==> src/rtl/opit_pkg.sv <==
`timescale 1ns / 1ps
// shared types, codes and widths of the ordered permit issue table
// no dependencies

package opit_pkg;

    localparam int C_SLOTS = 8;

    localparam int C_CMD_W  = 3;
    localparam int C_KEY_W  = 64;
    localparam int C_LEN_W  = 32;
    localparam int C_WORD_W = 64;
    localparam int C_DIG_W  = 4 * C_WORD_W;
    localparam int C_RES_W  = 3;
    localparam int C_ST_W   = 3;
    localparam int C_CNT_W  = 4;

    // commands
    localparam logic [C_CMD_W-1:0] CMD_ADMIT     = 3'd0;
    localparam logic [C_CMD_W-1:0] CMD_BEGIN     = 3'd1;
    localparam logic [C_CMD_W-1:0] CMD_HOLD      = 3'd2;
    localparam logic [C_CMD_W-1:0] CMD_COMPLETE  = 3'd3;
    localparam logic [C_CMD_W-1:0] CMD_COMP_ALL  = 3'd4;
    localparam logic [C_CMD_W-1:0] CMD_QUERY     = 3'd5;

    // result codes
    localparam logic [C_RES_W-1:0] RS_OK           = 3'd0;
    localparam logic [C_RES_W-1:0] RS_QUEUED       = 3'd1;
    localparam logic [C_RES_W-1:0] RS_INVALID      = 3'd2;
    localparam logic [C_RES_W-1:0] RS_DUPLICATE    = 3'd3;
    localparam logic [C_RES_W-1:0] RS_CAPACITY     = 3'd4;
    localparam logic [C_RES_W-1:0] RS_NOT_FOUND    = 3'd5;
    localparam logic [C_RES_W-1:0] RS_OUT_OF_ORDER = 3'd6;

    // slot states
    localparam logic [C_ST_W-1:0] ST_EMPTY  = 3'd0;
    localparam logic [C_ST_W-1:0] ST_QUEUED = 3'd1;
    localparam logic [C_ST_W-1:0] ST_HEAD   = 3'd2;
    localparam logic [C_ST_W-1:0] ST_IN_TX  = 3'd3;
    localparam logic [C_ST_W-1:0] ST_HELD   = 3'd4;

    typedef struct packed {
        logic [C_CMD_W-1:0]  cmd;
        logic [C_KEY_W-1:0]  authority;
        logic [C_KEY_W-1:0]  sequence_req;
        logic [C_LEN_W-1:0]  body_length;
        logic [C_WORD_W-1:0] digest_word0;
        logic [C_WORD_W-1:0] digest_word1;
        logic [C_WORD_W-1:0] digest_word2;
        logic [C_WORD_W-1:0] digest_word3;
    } t_req;

    typedef struct packed {
        logic [C_RES_W-1:0] status;
        logic [C_KEY_W-1:0] head_sequence;
        logic [C_ST_W-1:0]  entry_state;
        logic [C_CNT_W-1:0] entry_count;
        logic               digest_match;
    } t_rsp;

    // controller to datapath
    typedef struct packed {
        logic cap;
        logic cmp;
        logic apply;
        logic scan;
        logic fin;
    } t_cmd;

    // datapath to controller
    typedef struct packed {
        logic scan_last;
        logic out_free;
    } t_sts;

endpackage

==> src/rtl/opit_ctrl.sv <==
`timescale 1ns / 1ps
// sequencing state machine of the permit table
// depends on opit_pkg

module opit_ctrl
    import opit_pkg::*;
(
    input  logic i_clk,
    input  logic i_rst_n,
    input  logic i_req_valid,
    output logic o_req_ready,
    input  t_sts i_sts,
    output t_cmd o_cmd
);
    localparam logic [2:0] S_IDLE  = 3'd0;
    localparam logic [2:0] S_CMP   = 3'd1;
    localparam logic [2:0] S_APPLY = 3'd2;
    localparam logic [2:0] S_SCAN  = 3'd3;
    localparam logic [2:0] S_FIN   = 3'd4;

    logic [2:0] r_state, n_state;

    always_comb begin
        n_state = r_state;
        o_cmd   = '0;
        unique case (r_state)
            S_IDLE: begin
                if (i_req_valid) begin
                    o_cmd.cap = 1'b1;
                    n_state   = S_CMP;
                end
            end
            S_CMP: begin
                o_cmd.cmp = 1'b1;
                n_state   = S_APPLY;
            end
            S_APPLY: begin
                o_cmd.apply = 1'b1;
                n_state     = S_SCAN;
            end
            S_SCAN: begin
                o_cmd.scan = 1'b1;
                if (i_sts.scan_last) n_state = S_FIN;
            end
            S_FIN: begin
                // wait for the output register to drain
                if (i_sts.out_free) begin
                    o_cmd.fin = 1'b1;
                    n_state   = S_IDLE;
                end
            end
            default: n_state = S_IDLE;
        endcase
    end

    assign o_req_ready = (r_state == S_IDLE);

    always_ff @(posedge i_clk) begin
        if (!i_rst_n) r_state <= S_IDLE;
        else          r_state <= n_state;
    end
endmodule

==> config.mk <==
export PLATFORM = sky130hd
export DESIGN_NAME = opit_ctrl
export DESIGN_NICKNAME = d
export VERILOG_FILES = /design/src/rtl/opit_pkg.sv /design/src/rtl/opit_ctrl.sv
export SDC_FILE = /design/constraint.sdc
export NUM_CORES = 1
export LEC_CHECK = 0
export BUFFER_PORTS_ARGS = -buffer_cell sky130_fd_sc_hd__buf_2
export CORE_AREA = 8 8 45 47
export DETAILED_ROUTE_END_ITERATION = 6
export DIE_AREA = 0 0 53 55
export GPL_TIMING_DRIVEN = 0
export PLACE_DENSITY = 0.45
export SETUP_SLACK_MARGIN = 0.4
export SLEW_MARGIN = 25
export SYNTH_ARGS = -nofsm -noshare
export SYNTH_HDL_FRONTEND = slang
export SYNTH_SLANG_ARGS = --single-unit
==> constraint.sdc <==
create_clock -name i_clk -period 1.5 [get_ports i_clk]
set_input_delay 0.075 -clock i_clk [delete_from_list [all_inputs] [get_ports i_clk]]
set_output_delay 0.075 -clock i_clk [all_outputs]
set_load 0.02 [all_outputs]
# Word level (Yosys, flattened, before mapping)

Cells that the tools add are included.

Register bits: 3
Bits of input ports: 5
Word-level logic and storage cells: 21
Output and inout bits: 6
Memories: 0
ROM bits: 0
Bits in writable memories: 0
Latch bits: 0

Div/mod/pow operators: 0
Bitwise operators: 0
Reductions and logical operators: 2
Shift-type cells: 0
$add $sub $neg: 0
Multipliers: 0
Muxes and demuxes: 11
Magnitude comparators: 0
Eq/ne operators: 7

Operators by type and width:

| operator             | number |
|---|---|
| $pmux W3 S5          | 1 |
| $mux W3              | 3 |
| $mux W1              | 7 |
| $eq A3 B2 Y1 const B | 2 |
| $ne A2 B2 Y1 const B | 3 |
| $eq A3 B1 Y1 const B | 1 |
| $eq A3 B3 Y1 const B | 1 |
| $logic_not A3 Y1     | 1 |
| $reduce_and A3 Y1    | 1 |

# Depth between registers and ports, before layout

Gate-level depths: netlist (run 1).

Depth in word-level cells: 3
Mapped depth: 3
Mapped depth without buffers: 2

# Worst setup path before layout (run 1)

No wires, ideal clock.

Kind: register to output
From: register r_state[1]
To: output port o_cmd[4] (netlist bit)
Stages on the path, launching flop included: 4
Required time: 1425 ps
Buffers on the path: 1
Arrival time: 1229 ps
Path slack: 196 ps
Cell sequence: dfxtp_1 buf_6 nor3_1 and2_1

RTL lines:

| what                   | RTL line        | text |
|---|---|---|
| from (decl)            | opit_ctrl.sv:21 | `logic [2:0] r_state, n_state;` |
| from (signal assigned) | opit_ctrl.sv:60 | `else r_state <= n_state;` |
| to (decl)              | opit_ctrl.sv:13 | `output t_cmd o_cmd` |

==> results.toml, run 1 <==
[routing]
via_per_inst = 4.08
drtPass1Iterations = 1
drtAntennaViolNets = 0
avgRoutedWirePerCell_um = 11.0
first_iter_violations = 0
num_vias = 212
drc = 0
drt-total-wl_um = 572

[synth]
netlist_top_cells_area = "dfxtp_1, nor3b_1, buf_6"
synth_top_cell_by_area = "dfxtp_1"
yosys.area_share.simple = 0.480
ys_types = 17
yosysSeqAreaShare = 0.316
synth_top_family_by_area = "simple AND/OR/NAND/NOR gates"
ys_ff_latch = 3
synth_compound_gate_area_share = 0.105
synth_nets = 26
synthXorXnorAreaFrac = 0
muxShareOfSynthArea = 0
yosys.area_share.adder = 0
synth.top_cell.area_share = 0.316
yosys_warnings = 0
synth_cells = 21
synth.cell_area_sq_um = 190
syn-mean-instance-area_sq_um = 9.06

[sta]
period_share = 0.780
finalHoldViolations = 0
fmax_ghz = 0.854
drv_slew = 0
fin_skew_ns = 0.00531
maxSlewHeadroom = 0.882
tightestPinTransition_ns = 0.177
setup-violations-final = 0
rsz0062_at_grt = "yes"
period_needed_ns = 1.17
final.setup.tns_ns = 0

[cts]
cts.path.max_buffers = 2
clk_pin_slew_ns = 0.04
cts_tree = "built"
cts-buffers-inserted = 3
root_buffer = "clkbuf_4"
clk_latency_ns = 0.24
postCtsHoldBufs = 0
clock-sinks = 3
htreeDepth = 1

[pwr]
vdd_drop_max_v = 0.000300
p_leak_nw = 0.157
total_power_mw = 0.347
powerDensity_mw_per_mm2 = 997

[global_routing]
grt_max_degree = 10
grt_pass1_vias = 217
antenna_found_initial = 0
grt-ovfl-total = 0
grt_usage = 0.0426
grt_pass1_wl_um = 841

[worst_setup_path]
cp_slowest_cell = "dfxtp_2"
reg2reg_depth = 3
worstPathMaxFanout = 8
setup.worst_path.end = "o_cmd[1]"
regToRegSetupSlack_ns = 0.40
cpPeakStageDelay_ns = 0.31
crit_path_start_kind = "flip-flop"
worst_setup_path_end_kind = "output pin"
r2r-start = "r_state[1]"
crit_path_start = "r_state[1]"
critical_path_class = "flip-flop to output pin"
cpMostUsedCell = "buf_6"
crit_arrival_ns = 1.10
reg2reg_to = "r_state[2]"
path_cells = "buf_6 > and3b_2 > buf_6 > buf_6"
required_ns = 1.42

[worst_hold_path]
hp-class = "primary input to flip-flop"
holdPathStages = 3

[placed_design]
gp_congestion = 0.688
port_buffers = 10

[die]
row_count = 14
die-area_sq_mm = 0.00292
boundaryPins = 11
initial_core_util = 0.137
die_x_um = 53
die_y_um = 55
core_sq_mm = 0.00138

[cells_and_area]
drive_above_1_share = 0.694
most-common-layout-cells = "buf_2, buf_6, buf_4"
final_nets = 42
top_regs = "r_state x3"
largest_reg_flops = 3
regMostFlops = "r_state"
antennaDiodeCount = 0
mostFrequentLayoutCell = "buf_2"
syn2layout_area_growth_pct = 82.9

[run_status]
outcome = "finished clean"

[job]
max_cap_violations = 0
cells in the mapped netlist:
library cell / n
dfxtp_1: 3
a21boi_1: 1
and3b_2: 1
nand2b_1: 1
or4b_1: 1
a21oi_1: 1
buf_6: 1
nor3_1: 2
and2_1: 1
o21bai_1: 1
nor2_1: 1
and3_2: 1
nor3b_1: 2
and3_1: 1
nand4b_1: 1
buf_4: 1
or2b_1: 1
critical path: cells and delay by family (launching register included):
family	cells	cell delay, ns
AND/OR/NAND/NOR	1	0.20
flip-flops	1	0.31
buffers and inverters	3	0.36
cells by family (layout without fill, tap and decap cells):
logic type	after synthesis	count (layout)
AND/OR/NAND/NOR	13	13
AO/OA/AOI/OAI	3	3
flip-flops	3	3
buffers and inverters	2	17
through the flow:
step / instances / setup WS [ns] / utilization / hold slack, ns / instance area, sq um
2_1_floorplan: 21 / 0.411 / - / 0.228 / 195
3_3_place_gp: 47 / 0.380 / 0.192 / 0.350 / 265
3_5_place_dp: 47 / 0.376 / 0.192 / 0.341 / 265
4_1_cts: 52 / 0.330 / 0.232 / 0.0937 / 322
5_1_grt: 52 / 0.290 / 0.251 / 0.0928 / 348
6_report: 52 / 0.330 / 0.251 / 0.102 / 348
area by class of cell:
| class | count | area, sq um |
|---|---|---|
| Sequential cell | 3 | 68.8 |
| Fill cell | 163 | 1040 |
| Clock buffer | 4 | 26.3 |
| Buffer | 2 | 22.5 |
| Multi-Input combinational cell | 16 | 133 |
| Timing Repair Buffer | 11 | 77.6 |
| Tap cell | 16 | 20.0 |
repair_timing:
item | CTS | global route
endpoints found under the setup margin | 6 | 7
buffers inserted | 1 | 0
resized for setup | 9 | 8
pin swaps | 4 | 0
per-layer routing:
| metal | GRT usage | wire, um | vias to the layer above |
|---|---|---|---|
| met5 | 0 | 0 | - |
| met3 | 0.0321 | 94 | 2 |
| met4 | 0.0517 | 8 | 0 |
| li1 | - | - | 106 |
| met1 | 0.0393 | 261 | 91 |
| met2 | 0.0547 | 208 | 13 |
where the power goes:
group / switching, mW / internal (mW) / total, mW
Clock: 0.0469 / 0.100 / 0.147
Sequential: 0.0107 / 0.0862 / 0.0969
Combinational: 0.0485 / 0.0543 / 0.103
worst min-delay path by stage:
stage                       start    endpoint
after floorplan           i_rst_n  r_state[2]
after global placement    i_rst_n  r_state[2]
after detailed placement  i_rst_n  r_state[2]
after CTS                 i_rst_n  r_state[2]
after global routing      i_rst_n  r_state[2]
final                     i_rst_n  r_state[0]
No activity file was read; power rests on OpenSTA's default activity.
==> inputs of run 2 (changes only) <==
--- a/config.mk
+++ b/config.mk
@@ -5,12 +5,13 @@
 export SDC_FILE = /design/constraint.sdc
 export NUM_CORES = 1
 export LEC_CHECK = 0
+export ABC_AREA = 1
 export BUFFER_PORTS_ARGS = -buffer_cell sky130_fd_sc_hd__buf_2
 export CORE_AREA = 8 8 45 47
 export DETAILED_ROUTE_END_ITERATION = 6
 export DIE_AREA = 0 0 53 55
 export GPL_TIMING_DRIVEN = 0
-export PLACE_DENSITY = 0.45
+export PLACE_DENSITY = 0.47
 export SETUP_SLACK_MARGIN = 0.4
 export SLEW_MARGIN = 25
 export SYNTH_ARGS = -nofsm -noshare
==> constraint.sdc (replaced) <==
create_clock -name i_clk -period 1 [get_ports i_clk]
set_input_delay 0.05 -clock i_clk [delete_from_list [all_inputs] [get_ports i_clk]]
set_output_delay 0.05 -clock i_clk [all_outputs]
set_load 0.02 [all_outputs]
==> run 2 against run 1 <==
Effect of this change: the flow now finishes with violations (negative setup slack); clock power grew 43%; sequential power is 76% higher; cell area increased by 22%; power grew 81%; setup slack got worse by 0.41 ns; non-clock buffer count grew 2; combinational power increased by 140%; critical path type unchanged; critical endpoint unchanged.
==> results.toml, run 2 <==
[cells_and_area]
finalInstanceArea_sq_um = 423
mostFrequentLayoutCell = "buf_4"
multi_input_area_sq_um = 146
most-common-layout-cells = "buf_4, buf_6, nor2_1, inv_1, buf_2"
regMostFlops = "r_state"
drive_above_1_share = 0.694
regArea_sq_um = 71.3
antennaDiodeCount = 0
largest_reg_flops = 3
num-fill-cells = 165
final_cells = 65
top_regs = "r_state x3"
final_nets = 55
syn2layout_area_growth_pct = 104

[placed_design]
gp_congestion = 0.619
dpl_cell_area_sq_um = 325
numPlacedInstances = 57
port_buffers = 10
dp_slack_ns = 0.0398

[cts]
clk_latency_ns = 0.23
clock-sinks = 3
cts-buffers-inserted = 3
htreeDepth = 1
cts_tree = "built"
root_buffer = "clkbuf_4"
postCtsHoldBufs = 0
clk_pin_slew_ns = 0.04
cts.path.max_buffers = 2

[global_routing]
grt_max_degree = 7
grt_usage = 0.0481
antenna_found_initial = 0
grt_pass1_vias = 272
grt_pass1_wl_um = 1000
grt-ovfl-total = 0

[synth]
syn-mean-instance-area_sq_um = 6.70
yosysMostFrequentCell = "inv_1"
synth_cells = 31
synth_compound_gate_area_share = 0.0542
synth_common_cells = "inv_1, nor2_1, dfxtp_1, nand3_1"
ys_ff_latch = 3
synth_top_family_by_area = "simple AND/OR/NAND/NOR gates"
netlist_top_cells_area = "dfxtp_1, inv_1, nand3_1"
synth_edf_count = 0
synth_top_cell_by_area = "dfxtp_1"
yosys.area_share.simple = 0.452
yosysSeqAreaShare = 0.289
muxShareOfSynthArea = 0
synth_nets = 36
synthXorXnorAreaFrac = 0
ys_types = 16
async_reset_ff_frac = 0
synth.top_cell.area_share = 0.289
synthFlopType = "dfxtp_1"
synth.cell_area_sq_um = 208
yosys_warnings = 0
yosys.area_share.adder = 0

[routing]
drc = 0
wl_met3_um = 48
num_vias = 251
first_iter_violations = 2
drtAntennaViolNets = 0
avgRoutedWirePerCell_um = 8.95
drtPass1Iterations = 4
drt-total-wl_um = 582
top_layer_used = "met3"
routed-wl-met2_um = 296
via_per_inst = 3.86
wl_met1_um = 237

[sta]
fin_skew_ns = 0.00115
rsz0062_at_grt = "yes"
fmax_ghz = 0.926
worst_hold_slack_ns = 0.0804
tightestPinTransition_ns = 0.179
maxSlewHeadroom = 0.880
final.setup.tns_ns = -0.378
period_share = 1.08
period_needed_ns = 1.08
timing.final.ws_setup_ns = -0.0795
setup-violations-final = 9
finalHoldViolations = 0
drv_slew = 0

[worst_setup_path]
cp_slowest_cell = "dfxtp_4"
required_ns = 0.95
cp_top_family = "flip-flops"
worst_setup_path_end_kind = "output pin"
path_cells = "nand2_4 > nor2_4 > buf_6 > buf_6"
cpPeakStageDelay_ns = 0.41
crit_path_start_kind = "flip-flop"
crit_arrival_ns = 1.03
worstPathMaxFanout = 6
crit_path_start = "r_state[1]"
cpMostUsedCell = "buf_6"
critPathBufInv = 2
r2r-start = "r_state[2]"
critical_path_class = "flip-flop to output pin"

[worst_hold_path]
hold_start = "i_rst_n"
hp-class = "primary input to flip-flop"

[pwr]
vdd_drop_max_v = 0.000561
powerDensity_mw_per_mm2 = 1490
p_leak_nw = 0.207

[die]
core_sq_mm = 0.00138
die_x_um = 53
die_y_um = 55
boundaryPins = 11
die-area_sq_mm = 0.00292
row_count = 14
initial_core_util = 0.150

[run_status]
outcome = "complete, but fails checks"
violations = "negative setup slack"

[job]
max_cap_violations = 0
run 2: changes by cell type in the layout (fill, tap and decap cells not counted), sizes merged, moves of 2 or more:
| cell | previous run | this run |
|---|---|---|
| nor2 | 1 | 7 |
| nand2 | 0 | 2 |
| inv | 0 | 8 |
| and3 | 2 | 0 |
| nand3 | 0 | 3 |
| buf | 13 | 15 |
| nor3b | 2 | 0 |
run 2: timing repair:
action | CTS | global route
setup buffers | 2 | 2
cloned | 0 | 0
gates resized for setup | 10 | 2
endpoints found under the setup margin | 9 | 9
pin swaps | 4 | 2
run 2: path summary, 6_finish.rpt:
check / to / slack, ns / cells after the start
worst min register to register: r_state[2] / 0.60 / 2
worst max-delay path: o_cmd[1] / -0.08 / 4
worst min-delay path: r_state[1] / 0.08 / 3
worst max register to register: r_state[0] / -0.06 / 7
run 2: area by class of cell:
cell class / instances / share of cell area
inverter: 9 / 0.0888
buffer: 1 / 0.0266
multi-input combinational: 18 / 0.346
sequential: 3 / 0.169
clock buffer: 4 / 0.0621
tap: 16 / 0.0473
timing repair buffer: 14 / 0.260
run 2: cell families after synthesis:
kind of cell | Yosys count
AND/OR/NAND/NOR | 16
buffers and inverters | 10
flip-flops | 3
AO/OA/AOI/OAI | 2
run 2: layer usage:
layer | vias up | GRT usage
li1 | 133 | -
met1 | 113 | 0.0501
met2 | 5 | 0.0703
met3 | 0 | 0.0187
met4 | 0 | 0.0517
met5 | - | 0
run 2: worst register-to-register path: stages (launching register included):
cell,delay (ns)
dfxtp_4,0.36
buf_4,0.12
nor2_4,0.03
buf_6,0.10
nand2_2,0.05
clkinv_2,0.07
a31oi_1,0.16
nor2_1,0.05
run 2: power breakdown:
part / leakage (nW) / switching, mW / internal [mW]
Combinational: 0.166 / 0.125 / 0.123
Clock: 0.0150 / 0.0608 / 0.149
Sequential: 0.0267 / 0.0359 / 0.135
Total: 0.207 / 0.221 / 0.407
run 2: per-stage QoR:
step,util,power [mW]
after floorplan,-,0.302
after global placement,0.235,0.354
after detailed placement,0.235,0.354
after CTS,0.288,0.617
after global routing,0.306,0.675
final,0.306,0.629
